### config.mk
export PLATFORM = sky130hd
export DESIGN_NAME = streaming_pattern_matcher
export DESIGN_NICKNAME = d
export VERILOG_FILES = /design/src/hdl/spm_pkg.sv /design/src/hdl/spm_cell.sv /design/src/hdl/streaming_pattern_matcher.sv
export SDC_FILE = /design/constraint.sdc
export NUM_CORES = 2
export LEC_CHECK = 0
export ABC_AREA = 1
export ABC_CLOCK_PERIOD_IN_PS = 14800
export BUFFER_PORTS_ARGS = -buffer_cell sky130_fd_sc_hd__buf_2
export CORE_MARGIN = 2
export CORE_UTILIZATION = 40
export CTS_BUF_LIST = sky130_fd_sc_hd__clkbuf_2
export DETAILED_ROUTE_END_ITERATION = 10
export PLACE_DENSITY = 0.53
export SLEW_MARGIN = 20
export SYNTH_ARGS = -nofsm -noshare
export SYNTH_HDL_FRONTEND = slang
export SYNTH_SLANG_ARGS = --single-unit
### constraint.sdc
create_clock -name aclk -period 14.8 [get_ports aclk]
set_clock_uncertainty 0.15 [all_clocks]
set_input_delay 1.48 -clock aclk [delete_from_list [all_inputs] [get_ports aclk]]
set_output_delay 1.48 -clock aclk [all_outputs]
set_load 0.03 [all_outputs]
### src/hdl/spm_pkg.sv
package spm_pkg;

    // Pattern window size and text index width
    localparam int PATTERN_MAX = 32;
    localparam int INDEX_WIDTH = 32;

    // Index counter saturates at min(2^INDEX_WIDTH - 1, 2^32 - 1)
    localparam int CNT_W = (INDEX_WIDTH > 32) ? 32 : INDEX_WIDTH;

    // Length fits up to PATTERN_MAX (32 here)
    localparam int LEN_W = 7;

    // Pattern storage: four 64-bit words of eight bytes
    localparam int PAT_WORDS = 4;
    localparam int PAT_BYTES = 32;

    // Configuration port
    localparam int CFG_IDX_W = 3;
    localparam int CFG_DATA_W = 64;
    localparam int CFG_LEN_BITS = 6;

    localparam logic [CFG_IDX_W-1:0] REG_LENGTH = 3'd0;
    localparam logic [CFG_IDX_W-1:0] REG_WORD_0 = 3'd1;
    localparam logic [CFG_IDX_W-1:0] REG_WORD_1 = 3'd2;
    localparam logic [CFG_IDX_W-1:0] REG_WORD_2 = 3'd3;
    localparam logic [CFG_IDX_W-1:0] REG_WORD_3 = 3'd4;

    // Text byte handed from one cell to the next
    typedef struct packed {
        logic       valid;
        logic [7:0] data;
    } spm_link_t;

endpackage

### src/hdl/spm_cell.sv
module spm_cell (
    input  logic              aclk,
    input  logic              aresetn,
    input  logic              shift_en,
    input  logic              clear,
    input  spm_pkg::spm_link_t link_in,
    input  logic [7:0]        pat_byte,
    input  logic              active,
    output spm_pkg::spm_link_t link_out,
    output logic              hit
);
    import spm_pkg::*;

    spm_link_t link_reg;
    spm_link_t link_next;

    // Restart empties the window behind the newest byte
    always_comb begin
        link_next = clear ? '0 : link_in;
    end

    // Hold one text byte, pass it on at each accepted request
    always_ff @(posedge aclk) begin
        if (!aresetn) begin
            link_reg.valid <= 1'b0;
        end else if (shift_en) begin
            link_reg <= link_next;
        end
    end

    assign link_out = link_reg;

    // Cells beyond the pattern length always agree
    assign hit = !active || (link_next.valid && (link_next.data == pat_byte));

endmodule

### src/hdl/streaming_pattern_matcher.sv
// Streaming byte pattern matcher (Knuth-Morris-Pratt semantics, window form).
// Input stream: s_tdata carries one text byte, s_tuser marks the first byte
// of a new text. Output stream: one result per byte; m_tuser says a pattern
// occurrence ends at this byte, m_tdata gives its start index and the running
// occurrence count of the current text (the count saturates at all ones).
// Config channel: cfg_index selects length (0) or pattern word 0..3 (1..4);
// other indexes are ignored. Write only while the stream is idle.
// Timing: a result is registered in the cycle after its byte is accepted, and
// one byte is accepted every cycle unless the output stalls. The rate is set by
// the compare across the row of PATTERN_MAX cells, each holding one window byte.
// Reset: pattern length 1, pattern all zero, window empty, counters zero.
// Stall: the result sits in the output register; while it is not taken,
// s_tready is low and no byte enters. Ready returns in the cycle it is taken.
module streaming_pattern_matcher (
    input  logic                             aclk,
    input  logic                             aresetn,
    // s_tdata: [7:0] text_char
    input  logic [7:0]                       s_tdata,
    // s_tuser: [0] restart
    input  logic                             s_tuser,
    input  logic                             s_tvalid,
    output logic                             s_tready,
    // m_tdata: [31:0] match_start, [63:32] match_tally
    output logic [63:0]                      m_tdata,
    // m_tuser: [0] match_found
    output logic                             m_tuser,
    output logic                             m_tvalid,
    input  logic                             m_tready,
    input  logic                             cfg_valid,
    output logic                             cfg_ready,
    input  logic [spm_pkg::CFG_IDX_W-1:0]    cfg_index,
    input  logic [spm_pkg::CFG_DATA_W-1:0]   cfg_data
);
    import spm_pkg::*;

    localparam int PB = PATTERN_MAX;

    // Configuration state
    logic [LEN_W-1:0]      eff_len_reg, eff_len_next;
    logic [63:0]           pat_word_reg  [PAT_WORDS];
    logic [63:0]           pat_word_next [PAT_WORDS];
    logic [8*PB-1:0]       align_reg, align_next;
    logic [8*PB-1:0]       pat_vec, pat_rev;
    logic [LEN_W-1:0]      len_field, shift_bytes;
    logic                  cfg_fire;

    // Stream state
    logic [CNT_W-1:0]      seen_reg, seen_next, cur_index;
    logic [31:0]           occ_reg, occ_next, occ_cur;
    logic                  out_valid_reg;
    logic                  out_found_reg;
    logic [31:0]           out_start_reg, out_start_next;
    logic [31:0]           out_tally_reg;
    logic                  s_fire;
    logic                  found;
    logic [CNT_W:0]        start_full;

    spm_link_t             link [PB+1];
    logic [PB-1:0]         hit_vec;

    assign cfg_ready = 1'b1;
    assign cfg_fire  = cfg_valid && cfg_ready;

    // Register file next values
    always_comb begin
        len_field = {1'b0, cfg_data[CFG_LEN_BITS-1:0]};
        eff_len_next = eff_len_reg;
        for (int w = 0; w < PAT_WORDS; w++) begin
            pat_word_next[w] = pat_word_reg[w];
        end
        if (cfg_fire) begin
            case (cfg_index)
                REG_LENGTH: eff_len_next = (len_field > LEN_W'(PB)) ? LEN_W'(PB) : len_field;
                REG_WORD_0: pat_word_next[0] = cfg_data;
                REG_WORD_1: pat_word_next[1] = cfg_data;
                REG_WORD_2: pat_word_next[2] = cfg_data;
                REG_WORD_3: pat_word_next[3] = cfg_data;
                default: ;
            endcase
        end
    end

    // Pattern bytes in window order: aligned byte j = pattern[len-1-j]
    for (genvar k = 0; k < PB; k++) begin : g_pat
        if (k < PAT_BYTES) begin : g_real
            assign pat_vec[k*8 +: 8] = pat_word_next[k/8][(k%8)*8 +: 8];
        end else begin : g_zero
            assign pat_vec[k*8 +: 8] = 8'h00;
        end
        assign pat_rev[k*8 +: 8] = pat_vec[(PB-1-k)*8 +: 8];
    end

    assign shift_bytes = LEN_W'(PB) - eff_len_next;
    assign align_next  = pat_rev >> {shift_bytes, 3'b000};

    always_ff @(posedge aclk) begin
        if (!aresetn) begin
            eff_len_reg <= LEN_W'(1);
            align_reg   <= '0;
            for (int w = 0; w < PAT_WORDS; w++) begin
                pat_word_reg[w] <= '0;
            end
        end else if (cfg_fire) begin
            eff_len_reg <= eff_len_next;
            align_reg   <= align_next;
            for (int w = 0; w < PAT_WORDS; w++) begin
                pat_word_reg[w] <= pat_word_next[w];
            end
        end
    end

    // Request handshake: the output register frees in the cycle it is taken
    assign s_tready = !out_valid_reg || m_tready;
    assign s_fire   = s_tvalid && s_tready;

    // Row of window cells, newest byte in cell 0
    assign link[0] = '{valid: 1'b1, data: s_tdata};

    for (genvar j = 0; j < PB; j++) begin : g_cell
        spm_cell u_cell (
            .aclk     (aclk),
            .aresetn  (aresetn),
            .shift_en (s_fire),
            .clear    ((j != 0) && s_tuser),
            .link_in  (link[j]),
            .pat_byte (align_reg[j*8 +: 8]),
            .active   (LEN_W'(j) < eff_len_reg),
            .link_out (link[j+1]),
            .hit      (hit_vec[j])
        );
    end

    assign found = (eff_len_reg != '0) && (&hit_vec);

    // Index and occurrence counters
    always_comb begin
        cur_index  = s_tuser ? '0 : seen_reg;
        seen_next  = (&cur_index) ? cur_index : cur_index + CNT_W'(1);
        occ_cur    = s_tuser ? '0 : occ_reg;
        occ_next   = (found && !(&occ_cur)) ? occ_cur + 32'd1 : occ_cur;
        start_full = {1'b0, cur_index} + (CNT_W+1)'(1) - (CNT_W+1)'(eff_len_reg);
        out_start_next = found ? 32'(start_full) : 32'd0;
    end

    always_ff @(posedge aclk) begin
        if (!aresetn) begin
            seen_reg <= '0;
            occ_reg  <= '0;
        end else if (s_fire) begin
            seen_reg <= seen_next;
            occ_reg  <= occ_next;
        end
    end

    // Output register
    always_ff @(posedge aclk) begin
        if (!aresetn) begin
            out_valid_reg <= 1'b0;
        end else if (s_fire) begin
            out_valid_reg <= 1'b1;
        end else if (m_tready) begin
            out_valid_reg <= 1'b0;
        end
    end

    always_ff @(posedge aclk) begin
        if (s_fire) begin
            out_found_reg <= found;
            out_start_reg <= out_start_next;
            out_tally_reg <= occ_next;
        end
    end

    assign m_tvalid = out_valid_reg;
    assign m_tuser  = out_found_reg;
    assign m_tdata  = {out_tally_reg, out_start_reg};

    // A reported occurrence is always counted
    assert property (@(posedge aclk) disable iff (!aresetn)
        (m_tvalid && m_tuser) |-> (m_tdata[63:32] != 32'd0))
        else $error("match reported with zero tally");

    // No occurrence means a zero start index
    assert property (@(posedge aclk) disable iff (!aresetn)
        (m_tvalid && !m_tuser) |-> (m_tdata[31:0] == 32'd0))
        else $error("start index set without a match");

    // A restart byte is text index zero
    assert property (@(posedge aclk) disable iff (!aresetn)
        (s_fire && s_tuser) |=> (seen_reg == CNT_W'(1)))
        else $error("index not restarted");

    // An empty output register never blocks the input
    assert property (@(posedge aclk) disable iff (!aresetn)
        !out_valid_reg |-> s_tready)
        else $error("input stalled with empty output");

endmodule
# [Yosys cells after proc, flatten, opt, wreduce, memory -nomap -nowiden]
# Memories as Yosys holds them, arrays and structs flattened.
# Cells that the tools add are included.
[classes] n_addsub=5 magnitude_cmp=33 n_eq_ne=36 shift=1 mux=53 n_bitwise=4 reduce_logical=108
[op_table] op="$mux 64" count=8
[op_table] op="$mux 9" count=31
[op_table] op="$eq 8x8->1" count=32
[op_table] op="$mux 256" count=1
[op_table] op="$shr 256x10->256" count=1
[op_table] op="$mux 32" count=4
[op_table] op="$lt 5x7->1 const A" count=16
[op_table] op="$add 32x1->32 const B" count=3
[op_table] op="$reduce_and 32->1" count=3
[op_table] op="$lt 4x7->1 const A" count=8
[op_table] op="$logic_and 1x1->1" count=34
[op_table] op="$logic_not 1->1" count=34
[op_table] op="$logic_or 1x1->1" count=33
[op_table] op="$sub 32x7->32" count=1
[op_table] op="$lt 3x7->1 const A" count=4
[op_table] op="$lt 1x7->1 const A" count=2
[op_table] op="$lt 2x7->1 const A" count=2
[op_table] op="$mux 7" count=2
[op_table] op="$reduce_bool 7->1" count=1
[op_table] op="$sub 6x7->7 const A" count=1
[op_table] op="$eq 3x2->1 const B" count=2
[op_table] op="$gt 6x6->1 const B" count=1
[op_table] op="$mux 1" count=6
[op_table] op="$mux 6" count=1
[op_table] op="other kinds (6)" count=9
[word_totals] reg_bits=672 ramBits=256 out_inout_bits=68 elab_cells=311 memories=1
[memory_table] name="pat_word_reg" words=4 word_bits=64 read_ports=4 rd_clocked_by_memory_dff=0 write_ports=4 line="streaming_pattern_matcher.sv:40" source="logic [63:0] pat_word_reg [PAT_WORDS];"

# [Longest topological paths before layout]
[depth] word_depth=8 ltp_mapped=28

# [Cells and area by module]
# From an unflattened synthesis, not the netlist that was laid out.
[unflattened] cells_unflattened=8773 hier_area_um2=60978.5
[by_module_without_submodules] module="streaming_pattern_matcher" instances=1 cells_per_inst=6501 area_per_inst_um2=42961.2 seq_area_each_um2=16205.5
[by_module_without_submodules] module="spm_cell" instances=32 cells_per_inst=71 area_per_inst_um2=563.0 seq_area_each_um2=260.2

# [Worst setup path after synthesis]
# No wires, ideal clock.
[synth_timing] path_kind="input port to flip-flop" from="in m_tready" to="reg g_cell[0].u_cell.link_reg (netlist bit g_cell[0].u_cell.link_out[0]) (enable)" t_arrival_ns=12.667 setup_slack_ns=1.120 stages=6 path_cell_list="inv_1 nand2_1 nand2_1 clkbuf_1 clkbuf_1 nor2_1"
[synth_between] elab_chain_cells=3
[synth_lines] item="from (decl)" line="streaming_pattern_matcher.sv:28" source="input logic m_tready,"
[synth_lines] item="$logic_or 1x1->1" line="streaming_pattern_matcher.sv:113" source="assign s_tready = !out_valid_reg || m_tready;"
[synth_lines] item="named net s_tready" line="streaming_pattern_matcher.sv:22" source="output logic s_tready,"
[synth_lines] item="$logic_and 1x1->1" line="streaming_pattern_matcher.sv:114" source="assign s_fire = s_tvalid && s_tready;"
[synth_lines] item="$reduce_and 2->1 (no line)"
[synth_lines] item="to (signal assigned)" line="spm_cell.sv:27" source="link_reg <= link_next;"
[synth_lines] item="to (decl)" line="spm_cell.sv:14" source="spm_link_t link_reg;"
# The timed path passes the listed nets, and every way through them passes these cells.
# A chain may end at the register's enable or synchronous reset.

# [Worst setup path in the final report]
[layout_timing] from="in cfg_valid" to="reg align_reg[110]"
[layout_between] elab_chain_cells=3 elab_cells_between_ends=4
[layout_lines] item="from (decl)" line="streaming_pattern_matcher.sv:29" source="input logic cfg_valid,"
[layout_lines] item="$mux 7" line="streaming_pattern_matcher.sv:71" source="if (cfg_fire) begin"
[layout_lines] item="$sub 6x7->7" line="streaming_pattern_matcher.sv:93" source="assign shift_bytes = LEN_W'(PB) - eff_len_next;"
[layout_lines] item="$shr 256x10->256" line="streaming_pattern_matcher.sv:94" source="assign align_next = pat_rev >> {shift_bytes, 3'b000};"
[layout_lines] item="to (signal assigned)" line="streaming_pattern_matcher.sv:105" source="align_reg <= align_next;"
[layout_lines] item="to (decl)" line="streaming_pattern_matcher.sv:42" source="logic [8*PB-1:0] align_reg, align_next;"
# Parallel ways exist; a longest one is shown, timed or not.

==> metrics.cfg <==
[sta]
drv_slew = 0
fin_crit_ns = 6.296
fin_ws_ns = 8.504
finalSetupViolCount = 0
relSlewSlack = 0.2008
hold_violations = 0
rsz0062_at_grt = no
fin_crit_sh = 0.4254
fmax_ghz = 0.1588
tns_ns = 0
worst_pin_slew_ns = 1.199

[placement]
numPortBuffers = 147
post-place-ws_ns = 7.113
hpwlAfterDp_um = 175000
place_congestion = 0.9642
placed_area_mm2 = 0.06005

[cells_and_area]
drive_gt1_frac = 0.08368
final_cell_area_mm2 = 0.06299
fillCellCount = 15390
multiInputGateArea_mm2 = 0.02871
layout.nets = 8477
largest_reg_flops = 279
area_delta_synth_final_pct = 8.234
seq_area_mm2 = 0.02427

[die]
rows = 139
pin_count = 149
die_w_um = 385.4
die_y_um = 385.4
core_area_mm2 = 0.1440
start_util = 0.4041
die_area_mm2 = 0.1486

[yosys]
synth.largest_area_cell = edfxtp_1
syn_area_mm2 = 0.05820
synth-seq-cells = 928
synth_edf_count = 569
synth_area_leaders = edfxtp_1, nand2_1, nand3_1
syn-mean-instance-area_um2 = 7.022
synth_flop_cell = edfxtp_1
async_flop_share = 0
synth_top_cells_by_count = nand2_1, nand3_1, inv_1
ys_seq_area_frac = 0.4171
synth_top_area_frac = 0.2936
synthDistinctLibCells = 45
netlist_instances = 8288
synth_nets = 8434
yosysMostFrequentCell = nand2_1
ys_warn_count = 0

[detailed_routing]
dr.pass1.iters = 8
avgRoutedWirePerCell_um = 23.09
viasPerCell = 5.588
route.vias.total = 58380
drc = 0
wl_um = 241300
drt_first_iter_violations = 7189
antenna_left = 0

[pwr]
p_sw_frac = 0.3523
switching_power_mw = 2.210
p_leak_nw = 30.02
total_power_mw = 6.274
powerDensity_mw_per_mm2 = 99.61
pwr-share-seq = 0.467
irDropWorstVdd_uv = 61.48
clkPwrFrac = 0.328
comb_power_share = 0.205
cell_internal_pwr_mw = 4.064

[clock_tree]
cts_setup_buffers = 0
clkLatencyLatePin_ns = 1.59
root_buffer = clkbuf_2
ctsResizeCount = 0
ctsHoldBuffers = 38
clockBufferDepth = 4
clk_pin_slew_ns = 0.09
cts.sinks = 928
cts_made_buffers = 286
htree_levels = 5
cts_tree = yes

[worst_setup_path]
cp-end-kind = flop
worstPathRequired_ns = 16.03
cp-start-kind = input pin
cp.arrival_ns = 7.52
crit_type = in2reg
critPathMaxFanout = 94

[global_route]
grt_first_pass_wirelength_um = 353500
grt_usage = 0.3187
grt_overflow = 0
grt_max_degree = 165
antenna_found_initial = 24
grt_pass1_vias = 53760

[job]
drv_cap = 0

[status]
status = completed

[worst_hold_path]
hold_class = in2reg

==> power by group through the flow <==
| stage | registers (mW) | clock network [mW] | logic (mW) |
|---|---|---|---|
| after detailed placement | 2.99 | 0 | 1.25 |
| after CTS | 2.93 | 2.11 | 1.27 |
| final | 2.93 | 2.06 | 1.29 |
| after floorplan | 3.00 | 0 | 0.854 |
| after global placement | 2.98 | 0 | 1.25 |
| after global routing | 2.94 | 2.23 | 1.42 |
==> logic make-up after synthesis <==
logic type	after synthesis	synth area share
other cells	1	0.00006444
xor+xnor	159	0.02393
mux	128	0.02202
fa+ha+maj	65	0.01410
compound gates	736	0.06656
simple gates	4887	0.3643
buf+inv	1384	0.09195
flops	928	0.4171
==> layer usage <==
layer  global-route usage  vias up  part of all wire
li1                     -    27600                 -
met1               0.4395    27710              0.43
met2               0.4845     2612              0.44
met3              0.05776      454             0.084
met4               0.1456        4             0.046
met5                    0        -           0.00011
==> worst max-delay path, cell delays in order <==
cell and delay, ns:
buf_2 0.25, inv_1 0.11, nor2_4 0.23, nand2_1 0.19, inv_2 0.17, nand3_1 0.14
o21ai_4 0.08, buf_4 0.49, inv_8 0.32, ha_4 0.80, buf_4 0.65, buf_4 0.82
buf_4 0.76, o21ai_0 0.28, nand4_1 0.25, a21oi_1 0.10, nand2_1 0.09, o21ai_0 0.08
==> stage by stage <==
step | std cells | hold WS [ns] | util
after floorplan | 8288 | 0.2758 | -
after global placement | 9907 | 0.2908 | 0.4170
after detailed placement | 9907 | 0.2970 | 0.4170
after CTS | 10430 | 0.007907 | 0.4370
after global routing | 10450 | 0.1140 | 0.4374
final | 10450 | 0.2598 | 0.4374
==> final cells by class <==
type,instances,area share
multi-input cells,5976,0.4558
flip-flops and latches,928,0.3854
inverters,885,0.05339
well taps,1903,0.03780
clock buffers,426,0.03385
repair buffers,254,0.02727
clock inverters,63,0.005979
diodes,13,0.0005165
==> cells in the final DEF, fill, tap and decap left out, types with 45 or more instances in the layout <==
| cell type | netlist | final |
|---|---|---|
| nand2_1 | 2219 | 2213 |
| nand3b_1 | 90 | 90 |
| a21oi_1 | 215 | 215 |
| nor3_1 | 86 | 86 |
| dfxtp_1 | 359 | 359 |
| o21ai_0 | 399 | 396 |
| nand4_1 | 81 | 81 |
| clkinv_1 | 2 | 45 |
| nand3_1 | 1588 | 1585 |
| clkbuf_2 | 0 | 426 |
| xor2_1 | 114 | 114 |
| edfxtp_1 | 569 | 569 |
| o22ai_1 | 55 | 55 |
| nor2_1 | 757 | 754 |
| mux2i_1 | 128 | 128 |
| buf_2 | 101 | 146 |
| buf_4 | 8 | 63 |
| ha_1 | 64 | 63 |
| inv_1 | 874 | 871 |
==> path summary, 6_finish.rpt <==
| kind | startpoint | endpoint | slack (ns) | depth (start not counted) |
|---|---|---|---|---|
| max | cfg_valid | align_reg[110] | 8.50 | 18 |
| min | cfg_data[57] | pat_word_reg[1][57] | 0.26 | 3 |
| max reg2reg | eff_len_reg[0] | align_reg[110] | 8.57 | 13 |
| min reg2reg | g_cell[26].u_cell.link_out[8] | g_cell[26].u_cell.link_out[8] | 0.31 | 2 |
No activity file was read; power rests on OpenSTA's default activity.
